**config.mk**
```make
export PLATFORM = sky130hd
export DESIGN_NAME = kts_lerp
export DESIGN_NICKNAME = d
export VERILOG_FILES = /design/src/rtl/kts_pkg.sv /design/src/rtl/kts_lerp.sv
export SDC_FILE = /design/constraint.sdc
export NUM_CORES = 2
export LEC_CHECK = 0
export BUFFER_PORTS_ARGS = -buffer_cell sky130_fd_sc_hd__buf_2
export CAP_MARGIN = 5
export CELL_PAD_IN_SITES_DETAIL_PLACEMENT = 1
export CELL_PAD_IN_SITES_GLOBAL_PLACEMENT = 1
export CORE_MARGIN = 2
export CORE_UTILIZATION = 50
export CTS_BUF_LIST = sky130_fd_sc_hd__clkbuf_4
export DETAILED_ROUTE_END_ITERATION = 12
export GPL_TIMING_DRIVEN = 0
export HOLD_SLACK_MARGIN = 0.1
export MAX_ROUTING_LAYER = met4
export PLACE_DENSITY = 0.93
export SKIP_CTS_REPAIR_TIMING = 1
export SLEW_MARGIN = 10
export SYNTH_ARGS = -nofsm -noshare
export SYNTH_HDL_FRONTEND = slang
export SYNTH_SLANG_ARGS = --single-unit
```
**constraint.sdc**
```tcl
create_clock -name clk -period 33.8 [get_ports clk]
set_input_delay 1.69 -clock clk [delete_from_list [all_inputs] [get_ports clk]]
set_output_delay 1.69 -clock clk [all_outputs]
set_load 0.01 [all_outputs]
```
**src/rtl/kts_pkg.sv**
```systemverilog
// ----------------------------------------------------------------------------
// kts_pkg
// shared widths, constants and inter-module structs of the keyframe sampler
// ----------------------------------------------------------------------------
`default_nettype none

package kts_pkg;

  localparam int TIME_W  = 24;
  localparam int COMP_W  = 32;
  localparam int VEC_W   = 3 * COMP_W;
  localparam int FRAC_W  = 16;
  localparam int RATIO_W = FRAC_W + 1;
  localparam int CNT_W   = 7;

  localparam logic [RATIO_W-1:0] RATIO_ONE  = RATIO_W'(1) << FRAC_W;
  localparam logic [RATIO_W-1:0] RATIO_ZERO = '0;

  localparam logic CMD_WRITE  = 1'b0;
  localparam logic CMD_SAMPLE = 1'b1;

  typedef struct packed {
    logic              en;
    logic [TIME_W-1:0] key_time;
    logic [VEC_W-1:0]  key_value;
  } kts_wr_t;

  typedef struct packed {
    logic              start;
    logic              zero;
    logic [TIME_W-1:0] num;
    logic [TIME_W-1:0] den;
  } kts_div_req_t;

  typedef struct packed {
    logic               done;
    logic [RATIO_W-1:0] ratio;
  } kts_div_res_t;

  typedef struct packed {
    logic               start;
    logic [RATIO_W-1:0] ratio;
    logic [VEC_W-1:0]   early;
    logic [VEC_W-1:0]   late;
  } kts_lerp_req_t;

  typedef struct packed {
    logic             done;
    logic [VEC_W-1:0] value;
  } kts_lerp_res_t;

endpackage

`default_nettype wire

```
**src/rtl/kts_lerp.sv**
```systemverilog
// ----------------------------------------------------------------------------
// kts_lerp
// per-component blend early + ratio * (late - early), one shared multiplier
// stepped over the three components
// ----------------------------------------------------------------------------
`default_nettype none

module kts_lerp import kts_pkg::*; (
  input  wire logic          clk,
  input  wire logic          rst,
  input  wire kts_lerp_req_t req,
  output kts_lerp_res_t      res
);

  localparam int DIFF_W = COMP_W + 1;
  localparam int PROD_W = DIFF_W + RATIO_W + 1;

  logic                     busy;
  logic [2:0]               step;
  logic [RATIO_W-1:0]       ratio;
  logic signed [COMP_W-1:0] e_r [3];
  logic signed [COMP_W-1:0] l_r [3];
  logic signed [COMP_W-1:0] v_r [3];
  logic signed [DIFF_W-1:0] diff_r;
  logic signed [PROD_W-1:0] prod_r;
  logic [1:0]               di;
  logic [1:0]               mi;
  logic [1:0]               ai;

  assign di = step[1:0];
  assign mi = 2'(step - 3'd1);
  assign ai = 2'(step - 3'd2);

  always_ff @(posedge clk) begin
    if (rst) begin
      busy     <= 1'b0;
      res.done <= 1'b0;
      step     <= '0;
    end else begin
      if (req.start) begin
        res.done <= 1'b0;
        busy     <= 1'b1;
        step     <= '0;
        ratio    <= req.ratio;
        for (int c = 0; c < 3; c++) begin
          e_r[c] <= req.early[c*COMP_W +: COMP_W];
          l_r[c] <= req.late[c*COMP_W +: COMP_W];
        end
      end else if (busy) begin
        if (step < 3'd3) begin
          diff_r <= DIFF_W'(l_r[di]) - DIFF_W'(e_r[di]);
        end
        if (step >= 3'd1 && step <= 3'd3) begin
          prod_r <= $signed({1'b0, ratio}) * diff_r;
        end
        if (step >= 3'd2) begin
          v_r[ai] <= e_r[ai] + prod_r[FRAC_W +: COMP_W];
        end
        step <= step + 3'd1;
        if (step == 3'd4) begin
          busy     <= 1'b0;
          res.done <= 1'b1;
        end else begin
          res.done <= 1'b0;
        end
      end else begin
        res.done <= 1'b0;
      end
    end
  end

  assign res.value = {v_r[2], v_r[1], v_r[0]};

  assert property (@(posedge clk) disable iff (rst)
    busy |-> step <= 3'd4)
    else $error("blend step out of range");

  assert property (@(posedge clk) disable iff (rst)
    res.done |-> $past(busy) && !busy)
    else $error("blend done without a running blend");

  assert property (@(posedge clk) disable iff (rst)
    busy |-> !req.start)
    else $error("blend restarted while busy");

endmodule

`default_nettype wire

```
==> run metrics <==
grt ovf=0; most numerous cell in the Yosys netlist=inv_1; main combinational cell family by area after synthesis=adder cells; register area=11,300 sq um; Vias=28,700; Post-synth EDFFs=370; Post-Syn Instances=approximately 3,200; Crit Path Category=reg2reg; overall routing resource usage=about two fifths; Clock Latency Late Sink=1.04 ns; Detailed Routing Iterations Pass 1=6; vias in the first global route=32,200; largest area contributor in the netlist=edfxtp_1; CP dominant cell by count=fa_1; Synth cell types=59; syn nets=4,078; Synth Register Bits=377; share of layout cells above drive strength 1=13.4%; CP top delay family=adder cells; Critical Path AT=10.42 ns; Post-synth top flop=edfxtp_1; Clock Skew=approximately 0.15 ns; dpl ws=between 20 and 30 ns; multi-input logic area=20,600 sq um; slowest stage delay, CP=0.93 ns; Final Cycle Share=29.2%; htree depth=3; post-DP HPWL=100 mm; nets@finish=4,503; gr busiest metal=met2; IO Count=309; initial antenna violation count=18; Final Hold Viols=0; met3 Resource Use GR=about 15%; Async S/R FF share, synth=0%; Fill cells=7,487; routing usage on met2=between 60% and 70%; area fraction of the dominant cell type after synthesis=32.1%; post-route ant nets=0; RSZ-0062 raised after global routing=false; CP Launch Type=register; final slew viol count=0; f_max=101 MHz; critical path fanouts, max=10; post-synthesis mux area share=2.84%; Worst-Margin Slew=1.23 ns; Post-Synth XOR/XNOR Area=2.48%; total CTS buffers=98; setup violators final=0; routed wire length=147 mm; core area=68,600 sq um; Clock Pin Slew Worst Setup and Hold Paths=0.07 ns; Post-Synth Simple-Gate Area=roughly an eighth; GPL Wtd Cong=0.982; GR Util met1=41.6%; Syn Std Cell Area=34,600 sq um; setup_tns=0 ns; P&R area growth vs syn=12.6%; Worst Path Required=34.37 ns; CTS tree=yes; pin count of the biggest net entering global routing=36; Synth Area in Compound Gates=~5.8%; Final Critical Period=9.86 ns; first-iteration detailed-routing DRC count=approximately 3,500; Die H=267 um; status=completed; worst-path cell chain=clkbuf_1 > nand2_1 > fa_1 > inv_1 > fa_1 > inv_1 > fa_1 > inv_1 > fa_1 > fa_1 > inv_1 > fa_1 > inv_1 > ha_1 > and3_1 > nand4_1 > or3_1 > o21bai_1 > o211ai_1 > o211ai_1 > a31oi_1 > xnor2_1; Hold WC Path Type=reg2reg; clock root buffer=clkbuf_4; max_slew headroom=17.8%; # port buffers=308; CP Buf/Inv Count=6; vias per cell=~6.2; Synth Area in Adders=a little over a third; Commonest cells post-synth=inv_1 (629), fa_1 (516), edfxtp_1 (370); Ys Warns=0; slowest CP cell=xnor2_1; row count=96; die area=71,300 sq um; first-pass GRT wire length=205 mm; Clock Path Buffers=3; syn avg cell area=10.9 sq um; CTS Sinks=377; number of max-cap violations=0; ranking of synthesized cells by area=edfxtp_1 (32%), fa_1 (30%), inv_1 (6.8%), ha_1 (6.4%), and2_1 (5.8%); initial cell density of the core=50.4%; Die W=267 um; Crit. End Element=register; post-DR wirelength/cell=31.8 um; Setup WS post-layout=between 20 and 25 ns; Seq/Total Area, Yosys=32.5%; Residual DRC=0
## layout by cell type, fill, tap and decap left out, types with 117 or more instances in the layout
cell / instances
nand2_1: 307
ha_1: 178
and2_1: 319
edfxtp_1: 370
fa_1: 516
nor2_1: 120
buf_2: 308
a21oi_1: 117
inv_1: 629
clkbuf_4: 134
## final timing paths
check        startpoint         end  slack (ns)  cells after the start
max           ratio[11]  prod_r[46]       23.94                     22
min          prod_r[16]   v_r[2][0]        0.61                      1
max reg2reg   ratio[11]  prod_r[46]       23.94                     22
min reg2reg  prod_r[16]   v_r[2][0]        0.61                      1
## routing by layer
metal | share of wire, % | wire [um]
met2 | 46 | 67500
met4 | 11 | 16800
met1 | 31 | 45100
met5 | 0 | 0
met3 | 12 | 17900
## kinds of logic after synthesis
logic type      count (synthesis)
mux                            98
compound gates                320
fa+ha+maj                     694
buf+inv                       747
xor+xnor                       98
simple gates                  838
flops                         377
## through the flow
stage	std cells	instance area, sq um	hold slack (ns)	utilization [%]
6_report	4634	38900	0.614	56.8
5_1_grt	4627	38900	0.636	56.8
4_1_cts	4606	38900	0.591	56.7
3_5_place_dp	4428	37600	0.542	54.8
3_3_place_gp	4411	37300	0.523	54.4
2_1_floorplan	3172	34600	0.482	-
## sequential cells by signal, summed over array words and instances, names as in the netlist, named ones only
name	count
e_r	96
l_r	96
v_r	96
diff_r	33
prod_r	32
ratio	17
step	3
busy	1
res	1
## cell type report
| cell class | instances | area share, % |
|---|---|---|
| clock buffers | 134 | 2.58 |
| flip-flops and latches | 377 | 28.9 |
| inverters | 629 | 6.06 |
| repair buffers | 325 | 4.62 |
| plain buffers | 118 | 1.14 |
| clock inverters | 44 | 0.726 |
| well taps | 931 | 2.99 |
| multi-input cells | 2048 | 52.8 |
| diodes | 28 | 0.180 |
Power is left out: the tool's default activity adds up to more than one toggle a clock period on the data nets, which glitch-free logic cannot reach.
