## config.mk

```make
export PLATFORM = sky130hd
export DESIGN_NAME = kts_div
export DESIGN_NICKNAME = d
export VERILOG_FILES = /design/src/rtl/kts_pkg.sv /design/src/rtl/kts_div.sv
export SDC_FILE = /design/constraint.sdc
export NUM_CORES = 1
export LEC_CHECK = 0
export BUFFER_PORTS_ARGS = -buffer_cell sky130_fd_sc_hd__clkbuf_2
export CAP_MARGIN = 20
export CELL_PAD_IN_SITES_DETAIL_PLACEMENT = 1
export CELL_PAD_IN_SITES_GLOBAL_PLACEMENT = 1
export CORE_MARGIN = 3
export CORE_UTILIZATION = 46
export DETAILED_ROUTE_END_ITERATION = 16
export PLACE_DENSITY = 0.82
export SLEW_MARGIN = 40
export SYNTH_ARGS = -nofsm -noshare
export SYNTH_HDL_FRONTEND = slang
export SYNTH_SLANG_ARGS = --single-unit
```

## constraint.sdc

```tcl
create_clock -name clk -period 4.7 [get_ports clk]
set_input_delay 0.47 -clock clk [delete_from_list [all_inputs] [get_ports clk]]
set_output_delay 0.47 -clock clk [all_outputs]
set_load 0.01 [all_outputs]
```

## src/rtl/kts_pkg.sv

```systemverilog
// ----------------------------------------------------------------------------
// kts_pkg
// shared widths, constants and inter-module structs of the keyframe sampler
// ----------------------------------------------------------------------------
`default_nettype none

package kts_pkg;

  localparam int TIME_W  = 24;
  localparam int COMP_W  = 32;
  localparam int VEC_W   = 3 * COMP_W;
  localparam int FRAC_W  = 16;
  localparam int RATIO_W = FRAC_W + 1;
  localparam int CNT_W   = 7;

  localparam logic [RATIO_W-1:0] RATIO_ONE  = RATIO_W'(1) << FRAC_W;
  localparam logic [RATIO_W-1:0] RATIO_ZERO = '0;

  localparam logic CMD_WRITE  = 1'b0;
  localparam logic CMD_SAMPLE = 1'b1;

  typedef struct packed {
    logic              en;
    logic [TIME_W-1:0] key_time;
    logic [VEC_W-1:0]  key_value;
  } kts_wr_t;

  typedef struct packed {
    logic              start;
    logic              zero;
    logic [TIME_W-1:0] num;
    logic [TIME_W-1:0] den;
  } kts_div_req_t;

  typedef struct packed {
    logic               done;
    logic [RATIO_W-1:0] ratio;
  } kts_div_res_t;

  typedef struct packed {
    logic               start;
    logic [RATIO_W-1:0] ratio;
    logic [VEC_W-1:0]   early;
    logic [VEC_W-1:0]   late;
  } kts_lerp_req_t;

  typedef struct packed {
    logic             done;
    logic [VEC_W-1:0] value;
  } kts_lerp_res_t;

endpackage

`default_nettype wire

```

## src/rtl/kts_div.sv

```systemverilog
// ----------------------------------------------------------------------------
// kts_div
// iterative restoring divider for the q1.16 segment ratio, one quotient bit
// per cycle, saturating at one and returning zero on a zero request
// ----------------------------------------------------------------------------
`default_nettype none

module kts_div import kts_pkg::*; (
  input  wire logic         clk,
  input  wire logic         rst,
  input  wire kts_div_req_t req,
  output kts_div_res_t      res
);

  localparam int STEP_W = $clog2(FRAC_W + 1);

  logic              busy;
  logic [STEP_W-1:0] step;
  logic [TIME_W-1:0] rem;
  logic [TIME_W-1:0] den;
  logic [FRAC_W-1:0] quo;
  logic [TIME_W:0]   rem_sh;
  logic              take;

  assign rem_sh = {rem, 1'b0};
  assign take   = rem_sh >= {1'b0, den};

  always_ff @(posedge clk) begin
    if (rst) begin
      busy     <= 1'b0;
      res.done <= 1'b0;
      step     <= '0;
    end else begin
      if (req.start) begin
        if (req.zero) begin
          res.ratio <= RATIO_ZERO;
          res.done  <= 1'b1;
        end else if (req.num >= req.den) begin
          res.ratio <= RATIO_ONE;
          res.done  <= 1'b1;
        end else begin
          res.done <= 1'b0;
          busy     <= 1'b1;
          step     <= '0;
          rem      <= req.num;
          den      <= req.den;
        end
      end else if (busy) begin
        rem  <= take ? TIME_W'(rem_sh - {1'b0, den}) : rem_sh[TIME_W-1:0];
        quo  <= {quo[FRAC_W-2:0], take};
        step <= step + 1'b1;
        if (step == STEP_W'(FRAC_W - 1)) begin
          busy      <= 1'b0;
          res.done  <= 1'b1;
          res.ratio <= {1'b0, quo[FRAC_W-2:0], take};
        end else begin
          res.done <= 1'b0;
        end
      end else begin
        res.done <= 1'b0;
      end
    end
  end

  assert property (@(posedge clk) disable iff (rst)
    res.done |-> res.ratio <= RATIO_ONE)
    else $error("ratio above one");

  assert property (@(posedge clk) disable iff (rst)
    busy |-> !req.start)
    else $error("divider restarted while busy");

  assert property (@(posedge clk) disable iff (rst)
    busy |-> den > rem)
    else $error("partial remainder not below divisor");

endmodule

`default_nettype wire

```

==> results.py <==
metrics = {
    "finish": {
        "drive_above_1_share_pct": 18.2,
        "finalNetCount": 674,
        "diodes": 0,
        "fillers": 1233,
        "area_growth_pct": 15.0,
        "fin_area_um2": 6070,
        "fin_util_pct": 55.0,
    },
    "worst_setup_path": {
        "end_kind": "register",
        "slowest_delay_ps": 520,
        "start_kind": "register",
        "setup.worst_path.class": "reg -> reg",
        "cp_top_family": "compound AO/OA/AOI/OAI gates",
        "crit_arrival_ps": 3360,
        "path_common_cell": "a21oi_2",
        "cp_max_fo": 26,
        "cp_cell_sequence": "ha_1, and3_1, o21ai_1, a21boi_2, o21ai_2, a21oi_2, a21oi_2, buf_4, inv_2, mux2i_1, a21oi_1",
        "cp_num_buf_inv": 2,
        "critPathSlowestCell": "a21oi_2",
        "required_ps": 4780,
    },
    "clocking": {
        "clkSinkCount": 87,
        "clk_pin_slew_ps": 70,
        "hold_buffers": 0,
        "cts_root_buf": "clkbuf_16",
        "postCtsSetupBuffers": 0,
        "cts_resized": 0,
        "cts_tree": "yes",
        "cts_htree_levels": 3,
        "clock_latency_ps": 360,
        "cts_buffers": 9,
        "clk_path_buf_depth": 2,
    },
    "power": {
        "intPower_w": 0.00143,
        "p_comb_share_pct": 16.6,
        "swShare_pct": 27.1,
        "p_seq_share_pct": 45.5,
        "ir_worst_vdd_mv": 0.382,
        "power.density_nw_per_um2": 324,
        "p_switching_w": 0.000533,
        "leakage_nw": 2.62,
        "power_frac_clock_pct": 37.9,
    },
    "yosys": {
        "synthesis.nets": 605,
        "synth.avg_cell_area_um2": 10.5,
        "synth_edf_count": 80,
        "synth_area_leader_cell": "edfxtp_1",
        "ys_ff_latch": 87,
        "synthTopCellsByArea": "edfxtp_1, ha_1, inv_1",
        "synth_common_cells": "edfxtp_1, inv_1, ha_1, a21oi_1, nand2_1",
        "yosysUniqueCellTypes": 58,
        "synth_ff_type": "edfxtp_1",
        "synth_top_area_share_pct": 45.5,
        "postSynth.asyncResetShare_pct": 0,
        "yosysWarnings": 0,
        "syn_inst": 502,
        "seq_area_frac_synth_pct": 48.2,
        "synth_area_um2": 5280,
        "synth_most_common_cell": "edfxtp_1",
    },
    "die": {
        "die_h_um": 113,
        "dieArea_um2": 12800,
        "rows": 38,
        "core_area_um2": 11000,
        "start_util_pct": 47.8,
        "die_w_um": 113,
        "ios": 70,
    },
    "hold_path": {
        "hp-class": "in -> reg",
    },
    "drt": {
        "drt_wl_total_um": 13800,
        "drcViolationCount": 0,
        "drt-initial-drc-count": 136,
        "via_per_inst": 5.66,
        "drt-pass1-iter-count": 4,
        "num_vias": 4055,
        "drtAntennaViolNets": 0,
        "wl_per_cell_um": 19.3,
    },
    "placement": {
        "io_buffers": 69,
        "gp_congestion": 0.811,
        "post_dp_cell_area_um2": 5770,
        "hpwl_um": 10600,
    },
    "global_routing": {
        "gr-total-overflow": 0,
        "grt_start_max_net_pins": 59,
        "antenna_found_initial": 0,
        "grt_pass1_vias": 4392,
        "grt_first_pass_wirelength_um": 22700,
        "grt_usage_pct": 22.9,
    },
    "timing": {
        "clock.fmax_mhz": 305,
        "fin_hold_ws_ps": 305,
        "worst_slew_pin_slew_ps": 746,
        "period_needed_ps": 3280,
        "slew_headroom_pct": 50.2,
        "skew_ps": 10.4,
        "setup_tns_ps": 0,
        "hold_viol": 0,
        "fin_crit_sh_pct": 69.8,
        "rsz0062_at_grt": "no",
        "setup_viol": 0,
        "maxSlewViolCount": 0,
    },
    "job": {
        "maxCapViolCount": 0,
    },
    "outcome": {
        "status": "finished, final reports clean",
    },
}
## placed cells by master (no fill, tap or decap), drive strengths merged, types with 2 or more instances in the layout
cell type / count
edfxtp: 80
clkbuf: 79
inv: 67
ha: 50
a21oi: 38
nand2: 36
o21ai: 28
nor2: 20
a21o: 18
nand3: 18
nor2b: 18
xnor2: 13
o311ai: 13
nand4: 11
and3: 7
dfxtp: 7
mux2i: 6
xor2: 6
nand2b: 5
a31oi: 5
buf: 5
nand3b: 4
nor3: 4
o31ai: 4
a211oi: 4
or3: 3
o21bai: 2
and4: 2
a221o: 2
## kinds of logic (layout without fill, tap and decap cells)
group	Yosys count	in the layout	share of synthesized area [%]
multiplexers	7	7	1.35
buffers and inverters	79	153	5.93
adder cells (fa/ha/maj)	51	51	12.2
XOR/XNOR	19	19	3.15
AO/OA/AOI/OAI	126	126	16.2
AND/OR/NAND/NOR	133	133	13.0
flip-flops	87	87	48.2
## power groups by stage
stage          Combinational [W]  Clock [W]  Sequential (W)
2_1_floorplan           0.000216          0        0.000910
3_3_place_gp            0.000308          0        0.000909
3_5_place_dp            0.000326          0        0.000912
4_1_cts                 0.000329   0.000756        0.000895
5_1_grt                 0.000368   0.000784        0.000897
6_report                0.000326   0.000744        0.000895
## state kept, by name, summed over array words and instances (netlist names)
signal,count
busy,1
step,5
den,24
rem,24
quo,15
res,18
## worst paths after layout
check	startpoint	end	slack, ps	cells after the start
worst max register to register	rem[2]	rem[21]	1420	11
worst max-delay path	rem[2]	rem[21]	1420	11
worst min register to register	quo[1]	quo[2]	440	0
worst min-delay path	req[9]	den[9]	310	1
## through the flow
stage	setup WS, ps	instances	total power, W
final	1420	716	0.00196
after global routing	1110	716	0.00205
after CTS	1400	716	0.00198
after detailed placement	1060	700	0.00124
after global placement	1250	700	0.00122
after floorplan	1120	502	0.00113
## final cells by class
| class | count | area [µm²] | area share (%) |
|---|---|---|---|
| Timing Repair Buffer | 74 | 383 | 6.31 |
| Clock inverter | 6 | 72.6 | 1.20 |
| Sequential cell | 87 | 2540 | 41.9 |
| Tap cell | 140 | 175 | 2.89 |
| Multi-Input combinational cell | 336 | 2430 | 40.0 |
| Clock buffer | 10 | 229 | 3.77 |
| Inverter | 63 | 236 | 3.90 |
## routing by layer
layer	GRT usage, %	vias up	wire, µm
li1	-	1982	-
met4	8.01	0	296
met2	40.0	81	6980
met3	4.76	19	598
met5	0	-	0
met1	27.9	1973	5950
Note: power is estimated with default switching activity, not from simulation.
